[src/rtl/core/pmps_mul.sv]
// Shared signed 33x33 multiplier with registered product.
module pmps_mul (
  input  logic               clk,
  input  logic signed [32:0] a,
  input  logic signed [32:0] b,
  output logic signed [65:0] prod_r
);

  always_ff @(posedge clk) begin
    prod_r <= a * b;
  end

endmodule

[config.mk]
export PLATFORM = sky130hd
export DESIGN_NAME = pmps_mul
export DESIGN_NICKNAME = d
export VERILOG_FILES = /design/src/rtl/core/pmps_mul.sv
export SDC_FILE = /design/constraint.sdc
export NUM_CORES = 2
export LEC_CHECK = 0
export BUFFER_PORTS_ARGS = -buffer_cell sky130_fd_sc_hd__buf_2
export CAP_MARGIN = 15
export CORE_ASPECT_RATIO = 1.25
export CORE_MARGIN = 2
export CORE_UTILIZATION = 60
export DETAILED_ROUTE_END_ITERATION = 16
export GPL_TIMING_DRIVEN = 1
export HOLD_SLACK_MARGIN = 0.02
export PLACE_DENSITY_LB_ADDON = 0.05
export SETUP_SLACK_MARGIN = 0.4
export SYNTH_ARGS = -nofsm -noshare
export SYNTH_HDL_FRONTEND = slang
export SYNTH_SLANG_ARGS = --single-unit
[constraint.sdc]
create_clock -name clk -period 7.94 [get_ports clk]
set_input_delay 1.191 -clock clk [delete_from_list [all_inputs] [get_ports clk]]
set_output_delay 1.191 -clock clk [all_outputs]
set_load 0.02 [all_outputs]
Word level (Yosys, flattened, before mapping)
Cells that the tools add are included.
{"block": "word_totals", "reg_bits": 66, "inputBits": 67, "output_inout_bits": 66, "wordCells": 2}
{"block": "classes", "multipliers": 1}
{"cell": "multiplier 33 x 33 -> 66 bit", "n": 1}

Logic depth before layout (Yosys ltp)
{"block": "depth", "word_depth": 1, "depth_mapped": 27, "mapped_depth_nobuf": 26}

Worst setup path after synthesis
OpenSTA, ideal clock, no wires.
{"block": "synth_path", "kind": "in2reg", "startpoint": "in a[32]", "endpoint": "reg prod_r[62]", "setup_time_ns": 0.079, "arrival_ns": 8.348, "required_ns": 7.861, "setup_slack_ns": -0.487, "stages": 23, "path_buffers": 2, "cell_sequence": "clkbuf_1 -> nand2_1 -> inv_1 -> fa_1 -> fa_1 -> fa_1 -> fa_1 -> fa_1 -> fa_1 -> fa_1 -> inv_1 -> fa_1 -> inv_1 -> ha_1 -> clkbuf_1 -> and3_1 -> nand3_1 -> nand2b_1 -> a2111oi_4 -> a211oi_4 -> a21o_2 -> a21o_1 -> a211oi_2"}
{"block": "synth_via", "elab_chain_len": 1}
{"element": "start, declared", "line_no": "4", "rtl": "input logic signed [32:0] a,"}
{"element": "multiplier 33 x 33 -> 66 bit", "line_no": "10", "rtl": "prod_r <= a * b;"}
{"element": "end signal, assigned", "line_no": "10"}
{"element": "end, declared", "line_no": "6", "rtl": "output logic signed [65:0] prod_r"}
Every way passes these cells.

Worst setup path after layout
{"block": "layout_path", "startpoint": "in a[4]", "endpoint": "reg prod_r[61]"}
Same word-level chain as after synthesis.

==> results_dict.tcl <==
set metrics [dict create \
    startpoint_type "primary input" \
    port_buffers 132 \
    outcome "finished clean" \
    grt_overflow 0 \
    postSynth.asyncResetShare_pct 0 \
    gp_congestion 0.943 \
    cts_buffers 9 \
    clk_pin_slew_ns 0.06 \
    rsz0062_at_grt "yes" \
    yosysTopAreaCell "fa_1" \
    grtUsageTotal_pct 35.2 \
    fp.coreArea_mm2 0.0670 \
    routedWlPerCell_um 20.7 \
    die_h_um 295 \
    placement_rows 106 \
    synthMuxAreaShare_pct 0 \
    num_io_pins 133 \
    synthXorXnorAreaFrac_pct 1.46 \
    regMostFlops "prod_r" \
    synth_nets 5767 \
    critical_path_class "in -> reg" \
    timing.hold.ws_ns 1.43 \
    worst_ep_required_time_ns 8.17 \
    grt_pass1_vias 34700 \
    netlist_top_cells_area "fa_1 (56%), inv_1 (10%), and2_1 (8.6%)" \
    antenna_found_initial 3 \
    drt_iter0_markers 1354 \
    crit_fanout 19 \
    clk_path_buf_depth 2 \
    synth-seq-cells 66 \
    ctsHtreeMaxLevel 3 \
    via_count 30800 \
    setup_viol 0 \
    synth_flop_cell "dfxtp_1" \
    fin_crit_ns 7.80 \
    hp-class "in -> reg" \
    reg_top3 "prod_r x66" \
    drc 0 \
    end_kind "register" \
    syn_area_mm2 0.0407 \
    area_growth_pct 20.7 \
    cts-root-buf "clkbuf_16" \
    cts_hold_buf 0 \
    grt_max_degree 27 \
    synth_simple_gate_area_share_pct 15.8 \
    min_period_over_period_pct 98.2 \
    cts_tree "yes" \
    nFillCells 4940 \
    drt-total-wl_um 117000 \
    largest_reg_flops 66 \
    dr_wl_met3_um 4990 \
    arrival_ns 8.02 \
    initial_core_util_pct 60.8 \
    yosysWarnings 0 \
    place_hpwl_um 100000 \
    drv_slew 0 \
    drv_cap 0 \
    viasPerCell 5.42 \
    top_layer_used "met5" \
    avgSynthCellArea_um2 9.39 \
    synthCells 4338 \
    drive_gt1_share_pct 22.7 \
    cts.sinks 66 \
    synth_cell_types 80 \
    synthAdderAreaFrac_pct 62.9 \
    final-hold-violation-count 0 \
    layout_commonest_cell "fa_1" \
    grt_first_pass_wirelength_um 186000 \
    drtPass1Iterations 7 \
    synth_enable_flop_cells 0 \
    slew_headroom_pct 58.2 \
    dp.cells 5589 \
    synth_top_area_share_pct 56.3 \
    die_area_mm2 0.0700 \
    worst-slew-pin-transition_ns 0.626 \
    drtAntennaViolNets 0 \
    final_cell_mix "fa_1 (1066), inv_1 (1049), nand2_1 (531)" \
    wl_met1_um 39500 \
    seq_area_frac_synth_pct 3.24 \
    die_x_um 237 \
    fin_nets 6236 \
    instances_no_fill 5677 \
    met2WireLength_um 63400 \
    synth_compound_area_share_pct 4.07 \
    max_clock_freq_ghz 0.128 \
    synth_top_family_by_area "adder cells" \
]
routing by layer:
| layer | track usage (%) | vias to the layer above |
|---|---|---|
| met2 | 66.3 | 964 |
| met3 | 3.45 | 430 |
| met5 | 0 | - |
| met1 | 38.0 | 16100 |
| met4 | 22.1 | 2 |
| li1 | - | 13300 |
metrics by stage:
| stage | instance area [um2] | util [%] | TNS [ns] | setup WS, ns |
|---|---|---|---|---|
| after global placement | 45900 | 68.6 | -8.29 | -0.380 |
| after detailed placement | 45900 | 68.6 | -10.23 | -0.476 |
| after floorplan | 41200 | - | 0 | 0.198 |
| after CTS | 47700 | 71.2 | 0 | 0.229 |
| after global routing | 49200 | 73.4 | -0.00858 | -0.00858 |
| final | 49200 | 73.4 | 0 | 0.142 |
cell usage after synthesis, types with 12 or more instances:
master    number
ha_1         217
nor2_1        68
inv_1       1131
nand2_1      551
clkbuf_1     208
xor2_1        25
nand3_1       25
o21ai_0       25
a21o_1        36
nand2b_1      12
dfxtp_1       66
fa_1        1145
a21oi_1       57
xnor2_1       43
and2_1       562
worst paths after layout:
kind | from | to | cells past startpoint
worst min-delay path | b[0] | prod_r[0] | 4
worst max-delay path | a[4] | prod_r[61] | 24
critical path: stages:
cell	delay, ns
buf_4	0.19
and2_1	0.19
fa_1	0.53
inv_2	0.05
fa_1	0.54
inv_1	0.06
fa_1	0.47
fa_1	0.58
fa_1	0.47
fa_1	0.52
fa_1	0.62
inv_2	0.06
fa_1	0.55
inv_2	0.07
ha_4	0.16
or3_4	0.38
nor3_2	0.16
o21ai_1	0.09
a32oi_2	0.25
o31ai_4	0.13
buf_12	0.16
a21oi_4	0.30
o21bai_1	0.13
xor2_1	0.15
cell type report:
type	count	area (um2)	share of cell area [%]
Multi-Input combinational cell	2920	35900	73.1
Timing Repair Buffer	679	6250	12.7
Inverter	1131	4250	8.64
Sequential cell	66	1320	2.69
Tap cell	864	1080	2.20
Clock buffer	10	229	0.466
Clock inverter	6	90.1	0.183
Antenna cell	1	2.50	0.00509
cell families (layout without fill, tap and decap cells):
family	after synthesis	in the layout
AO/OA/AOI/OAI	219	219
XOR/XNOR	68	68
adder cells (fa/ha/maj)	1362	1362
buffers and inverters	1352	1826
flip-flops	66	66
other	0	1
AND/OR/NAND/NOR	1271	1271
what timing repair did:
item                       in CTS  in global routing
setup endpoints to repair      41                 45
gates resized for setup       295                288
pin swaps                     163                222
cloned                          4                  5
setup buffers                  31                 31
Power is not shown: default switching activity piles up to over one toggle a cycle in this logic, so the estimate is an artifact.
