===== src/rtl/core/pmps_pkg.sv =====
// Shared types, constants and helper functions for the player movement step.
package pmps_pkg;

  // Request from the sequencer to the root/divide unit
  typedef struct packed {
    logic start;
    logic is_sqrt;
  } ds_req_t;

  localparam int unsigned CfgIdxW = 3;

  localparam logic [CfgIdxW-1:0] CFG_MAX_SPEED    = 3'd0;
  localparam logic [CfgIdxW-1:0] CFG_JUMP_SPEED   = 3'd1;
  localparam logic [CfgIdxW-1:0] CFG_GRAVITY      = 3'd2;
  localparam logic [CfgIdxW-1:0] CFG_FRICTION     = 3'd3;
  localparam logic [CfgIdxW-1:0] CFG_GROUND_ACCEL = 3'd4;
  localparam logic [CfgIdxW-1:0] CFG_AIR_ACCEL    = 3'd5;

  localparam logic [23:0] RST_MAX_SPEED    = 24'd655360;
  localparam logic [23:0] RST_JUMP_SPEED   = 24'd327680;
  localparam logic [23:0] RST_GRAVITY      = 24'd642908;
  localparam logic [23:0] RST_FRICTION     = 24'd393216;
  localparam logic [23:0] RST_GROUND_ACCEL = 24'd655360;
  localparam logic [23:0] RST_AIR_ACCEL    = 24'd131072;

  // length above 0.01 in Q4.28 squared; speed above 0.01 in Q32.32 squared
  localparam logic signed [65:0] L2_MIN = 66'sd26843;
  localparam logic signed [65:0] S2_MIN = 66'sd429496;

  localparam logic signed [65:0] SAT_HI = 66'sd2147483647;
  localparam logic signed [65:0] SAT_LO = -66'sd2147483648;

  function automatic logic signed [31:0] sat32(input logic signed [65:0] x);
    logic signed [31:0] r;
    if (x > SAT_HI) begin
      r = 32'sh7fffffff;
    end else if (x < SAT_LO) begin
      r = 32'sh80000000;
    end else begin
      r = x[31:0];
    end
    return r;
  endfunction

  // arithmetic shift right rounding toward zero
  function automatic logic signed [65:0] trunc_shr(input logic signed [65:0] x,
                                                   input int unsigned sh);
    logic signed [65:0] bias;
    bias = x[65] ? ((66'sd1 <<< sh) - 66'sd1) : 66'sd0;
    return (x + bias) >>> sh;
  endfunction

endpackage


===== src/rtl/core/pmps_divsqrt.sv =====
// Iterative unit: 64/32 unsigned divide or 64-bit integer square root, one bit a cycle.
module pmps_divsqrt (
  input  logic                    clk,
  input  logic                    rst_n,
  input  pmps_pkg::ds_req_t       req,
  input  logic [63:0]             opa,
  input  logic [31:0]             opb,
  output logic                    done,
  output logic [31:0]             res
);
  import pmps_pkg::*;

  logic        busy_r, done_r, sq_r;
  logic [4:0]  cnt_r;
  logic [33:0] rem_r;
  logic [63:0] rad_r;
  logic [31:0] q_r, b_r;

  logic [35:0] cat_s, trial_s;
  logic [32:0] cat_d;
  logic [33:0] rem_nxt;
  logic        bit_nxt;

  always_comb begin
    cat_s   = {rem_r, rad_r[63:62]};
    trial_s = {2'b00, q_r, 2'b01};
    cat_d   = {rem_r[31:0], rad_r[63]};
    if (sq_r) begin
      bit_nxt = (cat_s >= trial_s);
      rem_nxt = bit_nxt ? 34'(cat_s - trial_s) : cat_s[33:0];
    end else begin
      bit_nxt = (cat_d >= {1'b0, b_r});
      rem_nxt = bit_nxt ? 34'(cat_d - {1'b0, b_r}) : {1'b0, cat_d};
    end
  end

  always_ff @(posedge clk) begin
    if (!rst_n) begin
      busy_r <= 1'b0;
      done_r <= 1'b0;
      cnt_r  <= '0;
    end else begin
      done_r <= 1'b0;
      if (req.start) begin
        busy_r <= 1'b1;
        cnt_r  <= '0;
        sq_r   <= req.is_sqrt;
        q_r    <= '0;
        b_r    <= opb;
        if (req.is_sqrt) begin
          rem_r <= '0;
          rad_r <= opa;
        end else begin
          rem_r <= {2'b00, opa[63:32]};
          rad_r <= {opa[31:0], 32'd0};
        end
      end else if (busy_r) begin
        rem_r <= rem_nxt;
        q_r   <= {q_r[30:0], bit_nxt};
        rad_r <= sq_r ? {rad_r[61:0], 2'b00} : {rad_r[62:0], 1'b0};
        cnt_r <= cnt_r + 5'd1;
        if (cnt_r == 5'd31) begin
          busy_r <= 1'b0;
          done_r <= 1'b1;
        end
      end
    end
  end

  assign done = done_r;
  assign res  = q_r;

endmodule


===== config.mk =====
export PLATFORM = sky130hd
export DESIGN_NAME = pmps_divsqrt
export DESIGN_NICKNAME = d
export VERILOG_FILES = /design/src/rtl/core/pmps_pkg.sv /design/src/rtl/core/pmps_divsqrt.sv
export SDC_FILE = /design/constraint.sdc
export NUM_CORES = 1
export LEC_CHECK = 0
export BUFFER_PORTS_ARGS = -buffer_cell sky130_fd_sc_hd__buf_2
export CAP_MARGIN = 20
export CORE_MARGIN = 4
export CORE_UTILIZATION = 50
export DETAILED_ROUTE_END_ITERATION = 10
export GPL_ROUTABILITY_DRIVEN = 0
export GPL_TIMING_DRIVEN = 0
export PLACE_DENSITY = 0.67
export SYNTH_ARGS = -nofsm -noshare
export SYNTH_HDL_FRONTEND = slang
export SYNTH_SLANG_ARGS = --single-unit

===== constraint.sdc =====
create_clock -name clk -period 6.2 [get_ports clk]
set_input_delay 1.24 -clock clk [delete_from_list [all_inputs] [get_ports clk]]
set_output_delay 1.24 -clock clk [all_outputs]
set_load 0.01 [all_outputs]

* After elaboration in Yosys (flattened, before gate mapping)
Cells that the tools add are included.
** Word-level totals
- Register bits :: 170
- Word-level logic and storage cells :: 37
** Cells by class
- $add $sub $neg :: 3
- Magnitude comparators :: 2
- Equal/unequal tests :: 1
- Muxes and demuxes :: 16
- Bitwise logic cells :: 2
- Reductions and logical operators :: 5
** Operators by type and width (number)
- $mux 64 :: 4
- $mux 34 :: 5
- $mux 32 :: 2
- $ge 36x34->1 :: 1
- $sub 33x32->34 :: 1
- $sub 34x34->34 :: 1
- $ge 33x32->1 :: 1
- $add 5x1->5 const B :: 1
- $eq 5x5->1 const B :: 1
- $mux 1 :: 5
- $reduce_and 2->1 :: 2
- $reduce_or 3->1 :: 1
- $not 1->1 :: 2
- $reduce_bool 2->1 :: 1
- $reduce_or 2->1 :: 1

* Depth between registers and ports, before layout
Gate-level depths: netlist of the first run.
- Depth after elaboration :: 5
- Gate-level depth with buffers :: 14
- Mapped depth without buffers :: 12

* Least setup slack after synthesis of the first run
OpenSTA, ideal clock, no wires.
- Path type :: input to register
- Start point :: input req[1] (netlist name)
- End point :: register rad_r[0] (enable)
- Arrival :: 4696 ps
- Required time :: 5699 ps
- Slack :: 1003 ps
- Cell stages on the path :: 3
- Cell sequence :: clkbuf_1 -> clkbuf_1 -> o21a_1
** On the way
- Longest elaborated chain between the ends :: 2
** Ends and longest elaborated chain
- from (decl) :: RTL line pmps_divsqrt.sv:5 : input pmps_pkg::ds_req_t req,
- $reduce_bool 2->1 (no source line)
- $reduce_and 2->1 (no source line)
- to (signal assigned) :: RTL line pmps_divsqrt.sv:52 : rad_r <= opa;
- to (signal assigned) :: RTL line pmps_divsqrt.sv:55 : rad_r <= {opa[31:0], 32'd0};
- to (signal assigned) :: RTL line pmps_divsqrt.sv:60 : rad_r <= sq_r ? {rad_r[61:0], 2'b00} : {rad_r[62:0], 1'b0};
- to (decl) :: RTL line pmps_divsqrt.sv:16 : logic [63:0] rad_r;
Every way passes these cells.
A chain may end at the register's enable or synchronous reset.

* Final worst setup path of the first run
- Start point :: register rem_r[8]
- End point :: register rem_r[22], data pin
** On the way
- Longest elaborated chain between the ends :: 5
** Ends and longest elaborated chain
- from (decl) :: RTL line pmps_divsqrt.sv:15 : logic [33:0] rem_r;
- from (signal assigned) :: RTL line pmps_divsqrt.sv:54 : rem_r <= {2'b00, opa[63:32]};
- from (signal assigned) :: RTL line pmps_divsqrt.sv:58 : rem_r <= rem_nxt;
- $sub 34x34->34 (tied with other cells) :: RTL line pmps_divsqrt.sv:30 : rem_nxt = bit_nxt ? 34'(cat_s - trial_s) : cat_s[33:0];
- $mux 34 (on tied branches) :: RTL line pmps_divsqrt.sv:30, pmps_divsqrt.sv:33
- $mux 34 (*) :: RTL line pmps_divsqrt.sv:28 : if (sq_r) begin
- $mux 34 (*) :: RTL line pmps_divsqrt.sv:57 : end else if (busy_r) begin
- $mux 34 (*) :: RTL line pmps_divsqrt.sv:44 : if (req.start) begin
Every way passes the cells marked *; elsewhere a longest branch is shown, timed or not. The select of a mux whose other input is x is not followed.

==> impl_summary.log, run 1 <==
[metrics] outcome: finished clean
[metrics] count of non-filler cells in the finished layout: 1785
[metrics] Critical Path Fanout Max: 10
[metrics] clock tree from TritonCTS: built
[metrics] kind of start point of the critical path: flip-flop
[metrics] # nets final: 1622
[metrics] count of boundary I/O pins: 133
[metrics] number of clock sinks: 170
[metrics] Hold-fix buffers, CTS: 0
[metrics] power per standard cell area: 267.1 nW/um^2
[metrics] number of antenna violations at the first check in global routing: 0
[metrics] Mapped Cells: between 1000 and 1500
[metrics] first-pass GRT wire length: 54.70 mm
[metrics] final core area utilization: 58.63%
[metrics] buffers inserted by post-CTS timing repair: 0
[metrics] Clock Skew: about 0.017 ns
[metrics] cells resized by post-CTS repair: 0
[metrics] pin count of the biggest net entering global routing: 68
[metrics] largest cells by area after synthesis: sky130_fd_sc_hd__edfxtp_1, sky130_fd_sc_hd__ha_1, sky130_fd_sc_hd__mux2i_1
[metrics] aggregate global-route resource usage: 26.35%
[metrics] clock period minus worst slack: about 3.8 ns
[metrics] number of vias per cell after detailed routing: 5.915
[metrics] number of cells on the worst hold path: 2
[metrics] maximum clock rate: around 0.27 GHz
[metrics] register-to-register setup slack: ~2.4 ns
[metrics] Synthesized Nets: 1469
[metrics] Core ar.: 23680 um^2
[metrics] type of the worst setup path: reg -> reg
[metrics] Seq cells post-synth: 170
[metrics] Wirelength per Cell: 19.72 um
[metrics] H-tree lvl count: 4
[metrics] mapped cell area: about 12000 um^2
[metrics] Final TNS setup: 0 ns
[metrics] grt ovf: 0
[metrics] total count of hold-check failures in the final report: 0
[metrics] Worst Reg2Reg Path Length in Cells: 11
[metrics] area fraction of the dominant cell type after synthesis: 40.35%
[metrics] dominant register cell in the synthesized netlist: sky130_fd_sc_hd__edfxtp_1
[metrics] unique cell type count in the Yosys netlist: 67
[metrics] total of buffers placed on input and output ports: 131
[metrics] number of max-cap violations: 0
[metrics] Final setup viols: 0
[metrics] Detailed Place HPWL: 27.98 mm
[metrics] leakage power figure: 5.759 nW
[metrics] ratio of cells with drive above 1 in the final layout: between 10% and 20%
[metrics] Worst Max-Slew Pin Slew: 0.8734 ns
[metrics] Worst Path Arrival: 3.94 ns
[metrics] worst min path class: reg -> reg
[metrics] clock-pin slew on the worst setup and hold paths: roughly 0.08 ns
[metrics] # rows: 56
[metrics] post-synthesis to final-layout area growth: 14.46%
[metrics] fill cell instance count of the final layout: 2169
[metrics] # diodes: 0
[metrics] RR Endpoint: rem_r[22]
[metrics] cell taking the most area after synthesis: sky130_fd_sc_hd__edfxtp_1
[metrics] HP Start: cnt_r[4]
[metrics] tightest slew margin relative to the limit: a little over two fifths
[metrics] die extent in y: 163.8 um
[metrics] Worst-Skew Late Latency: approximately 0.45 ns
[metrics] number of global-route vias before repair: 9826
[metrics] Vias: roughly 11000
[metrics] crit end category: flip-flop
[metrics] synth warn: 0
[metrics] fraction of synthesis flops using an asynchronous set or reset pin: 0%
[metrics] violation count after the first detailed-route iteration: roughly 1200
[metrics] FF-to-FF Start: rem_r[8]
[metrics] Die X-Extent: 163.8 um
[metrics] buffers from clock root to sink, at most: 2
[metrics] total count of max-transition violations in the final report: 0
[metrics] average cell area after synthesis: ~9.3 um^2
[metrics] TritonCTS Buffers: 17
[metrics] count of flip-flops with a built-in enable after synthesis: 163
[metrics] setup repair after global routing missed its margin: no
[metrics] peak supply drop: roughly 200 uV
[metrics] Data required, critical path: 6.39 ns
[metrics] end point of the most critical hold path: cnt_r[4]
[metrics] Total Wirelength: 35.19 mm
[metrics] Die ar.: 26820 um^2
[metrics] initial cell density of the core: 51.22%
[metrics] count of unresolved DRC violations after routing: 0
[metrics] Final Cycle Share: 60.55%
[metrics] sequential-to-total area share from yosys stat: about 42%
[metrics] count of placed standard cells including taps: 1753
[metrics] remaining antenna violation count after routing: 0
[metrics] first-pass iteration count of the detailed router: 8
[metrics] library cell used as clock root buffer: sky130_fd_sc_hd__clkbuf_16
[where the power goes]
group	total (mW)	leakage, nW	internal [mW]	switching [mW]
logic	1.15	3.83	0.454	0.697
registers	1.45	1.63	1.37	0.0807
clock network	1.10	0.299	0.558	0.546
total	3.71	5.76	2.39	1.32
[worst max-delay path, stage by stage, from the launching register on]
cell	delay, ns
sky130_fd_sc_hd__edfxtp_1	0.55
sky130_fd_sc_hd__ha_1	0.34
sky130_fd_sc_hd__clkbuf_1	0.28
sky130_fd_sc_hd__nand2_1	0.17
sky130_fd_sc_hd__or3_1	0.42
sky130_fd_sc_hd__nor3_1	0.43
sky130_fd_sc_hd__a211o_1	0.22
sky130_fd_sc_hd__a21o_1	0.19
sky130_fd_sc_hd__a21oi_4	0.09
sky130_fd_sc_hd__inv_2	0.16
sky130_fd_sc_hd__mux2_2	0.35
sky130_fd_sc_hd__a221o_1	0.28
[worst max-delay path by stage]
stage	startpoint	endpoint	slack [ns]	cells after the start
floorplan	req[1]	rad_r[0]	1.00	3
global placement	req[1]	res[25]	-0.88	3
detailed placement	req[1]	b_r[31]	2.29	5
CTS	rem_r[8]	rem_r[22]	2.49	11
global route	rem_r[7]	rem_r[29]	2.31	12
finish	rem_r[8]	rem_r[22]	2.45	11
[registers in the layout, indices dropped and copies added (netlist names)]
register  flops
rem_r        34
rad_r        64
res          32
cnt_r         5
sq_r          1
b_r          32
done          1
busy_r        1
[per-stage QoR]
stage / hold WS (ns) / worst slack, ns / total power, mW / area (um^2)
finish: 0.5133 / 2.446 / 3.709 / 13880
global route: 0.5342 / 2.310 / 3.902 / 13880
CTS: 0.5197 / 2.488 / 3.698 / 13880
detailed placement: 0.4993 / 2.290 / 2.596 / 13280
global placement: 0.4816 / -0.8785 / 2.584 / 13190
floorplan: 0.4672 / 1.003 / 2.277 / 12130
[cells in the final DEF (no fill, tap or decap), types with 17 or more instances in the layout]
master / instances
sky130_fd_sc_hd__o21ai_0: 80
sky130_fd_sc_hd__nand2_1: 123
sky130_fd_sc_hd__a211oi_1: 40
sky130_fd_sc_hd__nor2_1: 103
sky130_fd_sc_hd__a21o_1: 26
sky130_fd_sc_hd__xnor2_1: 36
sky130_fd_sc_hd__a21oi_1: 116
sky130_fd_sc_hd__inv_1: 86
sky130_fd_sc_hd__nor2b_1: 38
sky130_fd_sc_hd__nand4_1: 22
sky130_fd_sc_hd__xor2_1: 24
sky130_fd_sc_hd__ha_1: 68
sky130_fd_sc_hd__clkbuf_1: 55
sky130_fd_sc_hd__nor3_1: 24
sky130_fd_sc_hd__mux2i_1: 80
sky130_fd_sc_hd__o211ai_1: 21
sky130_fd_sc_hd__buf_2: 140
sky130_fd_sc_hd__clkbuf_16: 17
sky130_fd_sc_hd__edfxtp_1: 163
[synthesized netlist by cell type (all sizes together), types with 7 or more instances]
master  number
a211oi      40
a21o        26
a21oi      118
a221o       10
a31oi       10
and2        11
and3         9
buf         15
clkbuf      55
dfxtp        7
edfxtp     163
ha          68
inv         87
mux2i       80
nand2      123
nand2b       7
nand3       12
nand4       22
nor2       103
nor2b       39
nor3        24
o211ai      21
o21a        13
o21ai       84
o21bai      10
o221ai       9
o22ai        7
xnor2       36
xor2        24
[metal layers]
layer  wire length [um]  part of all wire [%]  track usage (%)  vias to the layer above
li1                   -                     -                -                     5116
met1              16240                    46            39.87                     4921
met2              14650                    42            37.66                      466
met3               3087                   8.8            4.893                       56
met4               1216                   3.5            9.493                        0
met5                  0                     0                0                        -
[cell families after synthesis]
family	count (synthesis)	share of synthesized area [%]
fa+ha+maj	69	7.179
buf+inv	157	4.951
flops	170	41.51
xor+xnor	60	4.332
mux	81	6.694
compound gates	395	21.26
simple gates	368	14.08
[layout make-up]
type,instances,area (um^2),area share (%)
clock buffer,18,439.2,3.163
timing repair buffer,134,738.2,5.317
clock inverter,14,170.2,1.226
sequential,170,5035,36.26
tap,319,399.1,2.875
inverter,87,326.6,2.352
buffer,70,274.0,1.974
multi-input combinational,973,6502,46.83
Note: power is estimated with default switching activity, not from simulation.
==> run 2: changes to the inputs <==
==> constraint.sdc (replaced) <==
create_clock -name clk -period 3.8 [get_ports clk]
set_input_delay 0.76 -clock clk [delete_from_list [all_inputs] [get_ports clk]]
set_output_delay 0.76 -clock clk [all_outputs]
set_load 0.01 [all_outputs]
==> run 2 against run 1 <==
Effect of this change:
- via count shrank 0.51%
- routed wire length down 0.88%
- sequential share of layout area fell by 0.055 points
- global-route usage fell by 0.42 points
- largest cell class unchanged
- setup slack got worse by 2.3 ns
- flip-flop and latch count unchanged
==> impl_summary.log, run 2 (synthesis results as in run 1) <==
[metrics] kind of start point of the critical path: flip-flop (unchanged)
[metrics] number of cells on the worst hold path: 1 (was 2)
[metrics] most common cell after layout, fill and taps aside: sky130_fd_sc_hd__edfxtp_1 (unchanged)
[metrics] ratio of cells with drive above 1 in the final layout: 13.37% (was 13.10%)
[metrics] Final Cycle Share: 95.64% (was 60.55%)
[metrics] register bank with the most flops: rad_r (unchanged)
[metrics] Worst Reg2Reg Path Length in Cells: 11 (unchanged)
[metrics] Vias: 10505 (was 10559)
[metrics] H-tree lvl count: 4 (unchanged)
[metrics] Worst Max-Slew Pin Slew: 0.8238 ns (was 0.8734 ns)
[metrics] # diodes: 0 (unchanged)
[metrics] total of buffers placed on input and output ports: 131 (unchanged)
[metrics] violation count after the first detailed-route iteration: 1023 (was 1226)
[metrics] # rows: 56 (unchanged)
[metrics] first-pass iteration count of the detailed router: 6 (was 8)
[metrics] Worst Path Arrival: 3.83 ns (was 3.94 ns)
[metrics] grt ovf: 0 (unchanged)
[metrics] Detailed Place HPWL: 27.81 mm (was 27.98 mm)
[metrics] power per standard cell area: 435.5 nW/um^2 (was 267.1 nW/um^2)
[metrics] library cell used as clock root buffer: sky130_fd_sc_hd__clkbuf_16 (unchanged)
[metrics] total count of max-transition violations in the final report: 0 (unchanged)
[metrics] count of boundary I/O pins: 133 (unchanged)
[metrics] Hold-fix buffers, CTS: 0 (unchanged)
[metrics] Wirelength per Cell: 19.54 um (was 19.72 um)
[metrics] aggregate global-route resource usage: 25.94% (was 26.35%)
[metrics] clock period minus worst slack: 3.634 ns (was 3.754 ns)
[metrics] # nets final: 1622 (unchanged)
[metrics] pin count of the biggest net entering global routing: 66 (was 68)
[metrics] Worst-Skew Late Latency: 0.45 ns (about the same)
[metrics] number of vias per cell after detailed routing: 5.885 (was 5.915)
[metrics] number of max-cap violations: 0 (unchanged)
[metrics] Total Wirelength: 34.88 mm (was 35.19 mm)
[metrics] leakage power figure: 5.763 nW (was 5.759 nW)
[metrics] number of global-route vias before repair: 9706 (was 9826)
[metrics] Clock Skew: 0.01618 ns (was 0.01668 ns)
[metrics] Overall Power: 6.056 mW (was 3.709 mW)
[metrics] Final TNS setup: 0 ns (unchanged)
[metrics] initial cell density of the core: 51.22% (unchanged)
[metrics] number of clock sinks: 170 (unchanged)
[metrics] Core ar.: 23680 um^2 (unchanged)
[metrics] outcome: finished clean (unchanged)
[metrics] post-synthesis to final-layout area growth: 14.64% (was 14.46%)
[metrics] die extent in y: 163.8 um (unchanged)
[metrics] clock-pin slew on the worst setup and hold paths: 0.08 ns (about the same)
[metrics] maximum clock rate: 0.2752 GHz (was 0.2664 GHz)
[metrics] worst min path class: in -> reg (was reg -> reg)
[metrics] commonest non-fill, non-tap cells in the layout: sky130_fd_sc_hd__edfxtp_1, sky130_fd_sc_hd__buf_2, sky130_fd_sc_hd__nand2_1 (unchanged)
[metrics] Data required, critical path: 4.00 ns (was 6.39 ns)
[metrics] count of unresolved DRC violations after routing: 0 (unchanged)
[metrics] crit end category: flip-flop (unchanged)
[metrics] Die X-Extent: 163.8 um (unchanged)
[metrics] number of flip-flops in the largest register: 64 (unchanged)
[metrics] TritonCTS Buffers: 17 (unchanged)
[metrics] number of antenna violations at the first check in global routing: 0 (unchanged)
[metrics] total count of hold-check failures in the final report: 0 (unchanged)
[metrics] remaining antenna violation count after routing: 0 (unchanged)
[metrics] Final setup viols: 0 (unchanged)
[metrics] tightest slew margin relative to the limit: 45.08% (was 41.78%)
[metrics] register-to-register setup slack: 0.17 ns (was 2.45 ns)
[metrics] leading registers by flop count: rad_r: 64 flops, rem_r: 34 flops (unchanged)
[metrics] type of the worst setup path: reg -> reg (unchanged)
[metrics] fill cell instance count of the final layout: 2205 (was 2169)
[metrics] clock tree from TritonCTS: built (unchanged)
[metrics] buffers from clock root to sink, at most: 2 (unchanged)
[metrics] peak supply drop: 256.2 uV (was 200.2 uV)
[metrics] Die ar.: 26820 um^2 (unchanged)
[metrics] Critical Path Fanout Max: 10 (unchanged)
[metrics] first-pass GRT wire length: 53.72 mm (was 54.70 mm)
[metrics] final core area utilization: 58.72% (was 58.63%)
run 2: cell count changes in the layout (fill, tap and decap cells not counted), sizes merged:
| cell | before | now |
|---|---|---|
| clkinv | 6 | 8 |
| inv | 95 | 93 |
run 2: power breakdown:
part / switching (mW) / internal [mW] / total, mW
combinational: 1.13 / 0.741 / 1.87
clock: 0.881 / 0.931 / 1.81
sequential: 0.133 / 2.24 / 2.37
run 2: final cells by class:
class,instances,area (um^2),share of cell area [%]
plain buffers,70,275.3,1.979
clock buffers,18,450.4,3.239
clock inverters,14,175.2,1.260
inverters,87,326.6,2.348
multi-input cells,973,6519,46.88
flip-flops and latches,170,5035,36.21
well taps,319,399.1,2.870
repair buffers,134,725.7,5.219
run 2: path summary, 6_finish.rpt:
kind,from,end
setup reg to reg,rem_r[8],rem_r[22]
setup / recovery,rem_r[8],rem_r[22]
hold reg to reg,cnt_r[4],cnt_r[4]
hold / removal,opb[27],b_r[27]
run 2: stage by stage:
stage	setup WS [ns]	area [um^2]	hold WS, ns	std cells
after global placement	-0.8906	13190	0.4812	1750
after CTS	0.08497	13890	0.4712	1785
after floorplan	0.4166	12130	0.4672	1300
final	0.1656	13910	0.4844	1785
after detailed placement	0.08177	13260	0.4948	1753
after global routing	-0.001648	13910	0.4661	1785
run 2: repair_timing:
action | 4_1_cts | 5_1_grt
buffers inserted | 0 | 0
resized for setup | 0 | 5
setup endpoints to repair | 0 | 8
run 2: critical path, stage by stage, from the launching register on:
cell and delay, ns:
sky130_fd_sc_hd__edfxtp_1 0.54, sky130_fd_sc_hd__ha_1 0.35, sky130_fd_sc_hd__clkbuf_1 0.29, sky130_fd_sc_hd__nand2_1 0.18, sky130_fd_sc_hd__or3_1 0.44, sky130_fd_sc_hd__nor3_2 0.30, sky130_fd_sc_hd__a211o_1 0.20, sky130_fd_sc_hd__a21o_1 0.19
sky130_fd_sc_hd__a21oi_4 0.09, sky130_fd_sc_hd__inv_2 0.17, sky130_fd_sc_hd__mux2_2 0.35, sky130_fd_sc_hd__a221o_1 0.29
run 2: routing by layer:
layer  track usage, %  routed length [um]  vias to the layer above
met1            38.80               15880                     4871
met4            8.921                1138                        0
met2            37.64               14610                      468
met3            4.994                3256                       51
li1                 -                   -                     5115
met5                0                   0                        -
==> run 3: changes to the inputs <==
--- a/config.mk
+++ b/config.mk
@@ -7,6 +7,7 @@
 export LEC_CHECK = 0
 export BUFFER_PORTS_ARGS = -buffer_cell sky130_fd_sc_hd__buf_2
 export CAP_MARGIN = 20
+export CORE_ASPECT_RATIO = 2
 export CORE_MARGIN = 4
 export CORE_UTILIZATION = 50
 export DETAILED_ROUTE_END_ITERATION = 10
==> run 3 against run 2 <==
Effect of this change:
- clock skew down 0.0062 ns
- cell area down 0.68%
- count of clock-buffer cells in the layout unchanged
- hold slack worse by 0.019 ns
- setup slack worse by 0.076 ns
==> impl_summary.log, run 3 (synthesis results as in run 1) <==
[metrics] ordered cell list for the critical path: ha_2 > nand4_1 > or3_1 > nor3_1 > a211o_1 > a21o_1 > a21oi_4 > buf_2 > nand2_1 > o21ai_0 > a221o_1 (was ha_1 > clkbuf_1 > nand2_1 > or3_1 > nor3_2 > a211o_1 > a21o_1 > a21oi_4 > inv_2 > mux2_2 > a221o_1)
[metrics] kind of start point of the critical path: flip-flop (unchanged)
[metrics] post-synthesis to final-layout area growth: 13.85% (was 14.64%)
[metrics] ratio of cells with drive above 1 in the final layout: 13.38% (was 13.37%)
[metrics] Total Wirelength: 39.86 mm (was 34.88 mm)
[metrics] GR peak layer: met2 (was met1)
[metrics] number of cells on the worst hold path: 1 (unchanged)
[metrics] # diodes: 0 (unchanged)
[metrics] most common cell after layout, fill and taps aside: sky130_fd_sc_hd__edfxtp_1 (unchanged)
[metrics] aggregate global-route resource usage: 29.33% (was 25.94%)
[metrics] clock tree from TritonCTS: built (unchanged)
[metrics] Data required, critical path: 4.02 ns (was 4.00 ns)
[metrics] # rows: 80 (was 56)
[metrics] peak supply drop: 354.1 uV (was 256.2 uV)
[metrics] switching portion of total power: 36.45% (was 35.38%)
[metrics] Comb pwr share: 31.7% (was 30.9%)
[metrics] initial cell density of the core: 50.71% (was 51.22%)
[metrics] number of global-route vias before repair: 11288 (was 9706)
[metrics] total count of hold-check failures in the final report: 0 (unchanged)
[metrics] leakage power figure: 5.750 nW (was 5.763 nW)
[metrics] Worst-Skew Late Latency: 0.47 ns (was 0.45 ns)
[metrics] Die X-Extent: 118.1 um (was 163.8 um)
[metrics] first-pass iteration count of the detailed router: 7 (was 6)
[metrics] critical path's slowest cell: sky130_fd_sc_hd__edfxtp_1 (unchanged)
[metrics] GRT met1 Usage: 27.04% (was 38.80%)
[metrics] cell internal pwr: 3.902 mW (was 3.913 mW)
[metrics] number of flip-flops in the largest register: 64 (unchanged)
[metrics] number of vias per cell after detailed routing: 6.193 (was 5.885)
[metrics] net switching power: 2.238 mW (was 2.143 mW)
[metrics] Die ar.: 26970 um^2 (was 26820 um^2)
[metrics] Clock Skew: 0.009977 ns (was 0.01618 ns)
[metrics] worst min path class: in -> reg (unchanged)
[metrics] portion of total power attributed to sequential cells: 39.0% (was 39.2%)
[metrics] register bank with the most flops: rad_r (unchanged)
[metrics] register-to-register setup slack: 0.09 ns (was 0.17 ns)
[metrics] part of the power in the clock network: 29.3% (was 29.9%)
[metrics] area taken by flip-flops and latches: 5035 um^2 (unchanged)
[metrics] H-tree lvl count: 4 (unchanged)
[metrics] Hold-fix buffers, CTS: 0 (unchanged)
[metrics] Multi-input gate area: 6510 um^2 (was 6519 um^2)
[metrics] # nets final: 1621 (was 1622)
[metrics] CP peak stage delay: 0.61 ns (was 0.54 ns)
[metrics] commonest non-fill, non-tap cells in the layout: sky130_fd_sc_hd__edfxtp_1, sky130_fd_sc_hd__buf_2, sky130_fd_sc_hd__nand2_1 (unchanged)
[metrics] leading registers by flop count: rad_r: 64 flops, rem_r: 34 flops (unchanged)
[metrics] M2 GR Usage: 53.59% (was 37.64%)
[metrics] Wirelength per Cell: 22.75 um (was 19.54 um)
[metrics] tightest slew margin relative to the limit: 41.59% (was 45.08%)
[metrics] Vias: 10851 (was 10505)
[metrics] Final Cycle Share: 97.65% (was 95.64%)
[metrics] grt ovf: 0 (unchanged)
[metrics] count of boundary I/O pins: 133 (unchanged)
[metrics] maximum clock rate: 0.2695 GHz (was 0.2752 GHz)
[metrics] total count of max-transition violations in the final report: 0 (unchanged)
[metrics] type of the worst setup path: reg -> reg (unchanged)
[metrics] clock period minus worst slack: 3.711 ns (was 3.634 ns)
[metrics] total of buffers placed on input and output ports: 131 (unchanged)
[metrics] Core ar.: 23920 um^2 (was 23680 um^2)
[metrics] Worst Max-Slew Pin Slew: 0.8762 ns (was 0.8238 ns)
[metrics] clock-pin slew on the worst setup and hold paths: 0.07 ns (was 0.08 ns)
[metrics] number of antenna violations at the first check in global routing: 1 (was 0)
[metrics] power per standard cell area: 444.6 nW/um^2 (was 435.5 nW/um^2)
[metrics] Final setup viols: 0 (unchanged)
[metrics] die extent in y: 228.3 um (was 163.8 um)
[metrics] remaining antenna violation count after routing: 0 (unchanged)
[metrics] Detailed Place HPWL: 31.81 mm (was 27.81 mm)
[metrics] setup repair after global routing missed its margin: no
[metrics] buffers from clock root to sink, at most: 2 (unchanged)
[metrics] fraction of met3 tracks used by global routing: 4.859% (was 4.994%)
[metrics] fill cell instance count of the final layout: 2253 (was 2205)
[metrics] Overall Power: 6.140 mW (was 6.056 mW)
[metrics] Worst Hold Slack: 0.4657 ns (was 0.4844 ns)
[metrics] TritonCTS Buffers: 17 (unchanged)
[metrics] outcome: finished clean (unchanged)
[metrics] library cell used as clock root buffer: sky130_fd_sc_hd__clkbuf_16 (unchanged)
[metrics] number of clock sinks: 170 (unchanged)
[metrics] pin count of the biggest net entering global routing: 69 (was 66)
[metrics] violation count after the first detailed-route iteration: 751 (was 1023)
[metrics] Worst Path Arrival: 3.93 ns (was 3.83 ns)
[metrics] Worst Reg2Reg Path Length in Cells: 11 (unchanged)
[metrics] number of max-cap violations: 0 (unchanged)
[metrics] first-pass GRT wire length: 60.45 mm (was 53.72 mm)
[metrics] Critical Path Fanout Max: 10 (unchanged)
[metrics] count of unresolved DRC violations after routing: 0 (unchanged)
[metrics] crit end category: flip-flop (unchanged)
[run 3: changes by cell type in the layout (fill, tap and decap cells not counted), sizes merged]
cell    previous run  this run
clkbuf            73        72
clkinv             8         3
inv               93        98
[run 3: final cells by class]
class,instances,area share [%]
Clock buffer,18,3.261
Timing Repair Buffer,134,5.200
Multi-Input combinational cell,973,47.14
Sequential cell,170,36.46
Tap cell,287,2.600
Clock inverter,14,1.015
Buffer,69,1.966
Inverter,87,2.365
[run 3: what timing repair did]
item                       in CTS  in global routing
setup endpoints to repair       0                 13
hold endpoints to repair        0                  0
buffers inserted                0                  1
resized for setup               0                  4
[run 3: worst max-delay path, delay by kind of cell (launching register included)]
kind | cells | cell delay, ns
DFF | 1 | 0.61
buffers and inverters | 1 | 0.22
and+or+nand+nor | 4 | 1.07
adders and majority gates | 1 | 0.52
AOI/OAI and AO/OA | 5 | 1.05
[run 3: power groups by stage]
stage               logic (mW)  registers, mW  clock network (mW)
floorplan                 1.35           2.36                   0
global placement          1.88           2.43                   0
detailed placement        1.90           2.43                   0
CTS                       1.92           2.39                1.81
global route              2.12           2.40                1.88
finish                    1.94           2.39                1.80
[run 3: per-stage QoR]
| stage | setup WS (ns) | utilization, % | area, um^2 | instances | setup TNS, ns |
|---|---|---|---|---|---|
| 4_1_cts | 0.07894 | 57.68 | 13800 | 1752 | 0 |
| 3_3_place_gp | -1.078 | 54.95 | 13150 | 1718 | -148.39 |
| 3_5_place_dp | 0.08601 | 55.21 | 13210 | 1720 | 0 |
| 2_1_floorplan | 0.4166 | - | 12130 | 1300 | 0 |
| 5_1_grt | 0.01784 | 57.73 | 13810 | 1752 | 0 |
| 6_report | 0.08934 | 57.73 | 13810 | 1752 | 0 |
[run 3: per-layer routing]
metal / wire [um] / share of wire (%) / up-vias
met4: 4193 / 11 / 2
met1: 12590 / 32 / 5101
met5: 7 / 0.018 / -
met2: 21030 / 53 / 448
met3: 2042 / 5.1 / 195
li1: - / - / 5105
[run 3: path summary, 6_finish.rpt]
check,from,to
max,rem_r[9],rem_r[3]
min,opb[10],b_r[10]
max reg2reg,rem_r[9],rem_r[3]
min reg2reg,cnt_r[4],cnt_r[4]
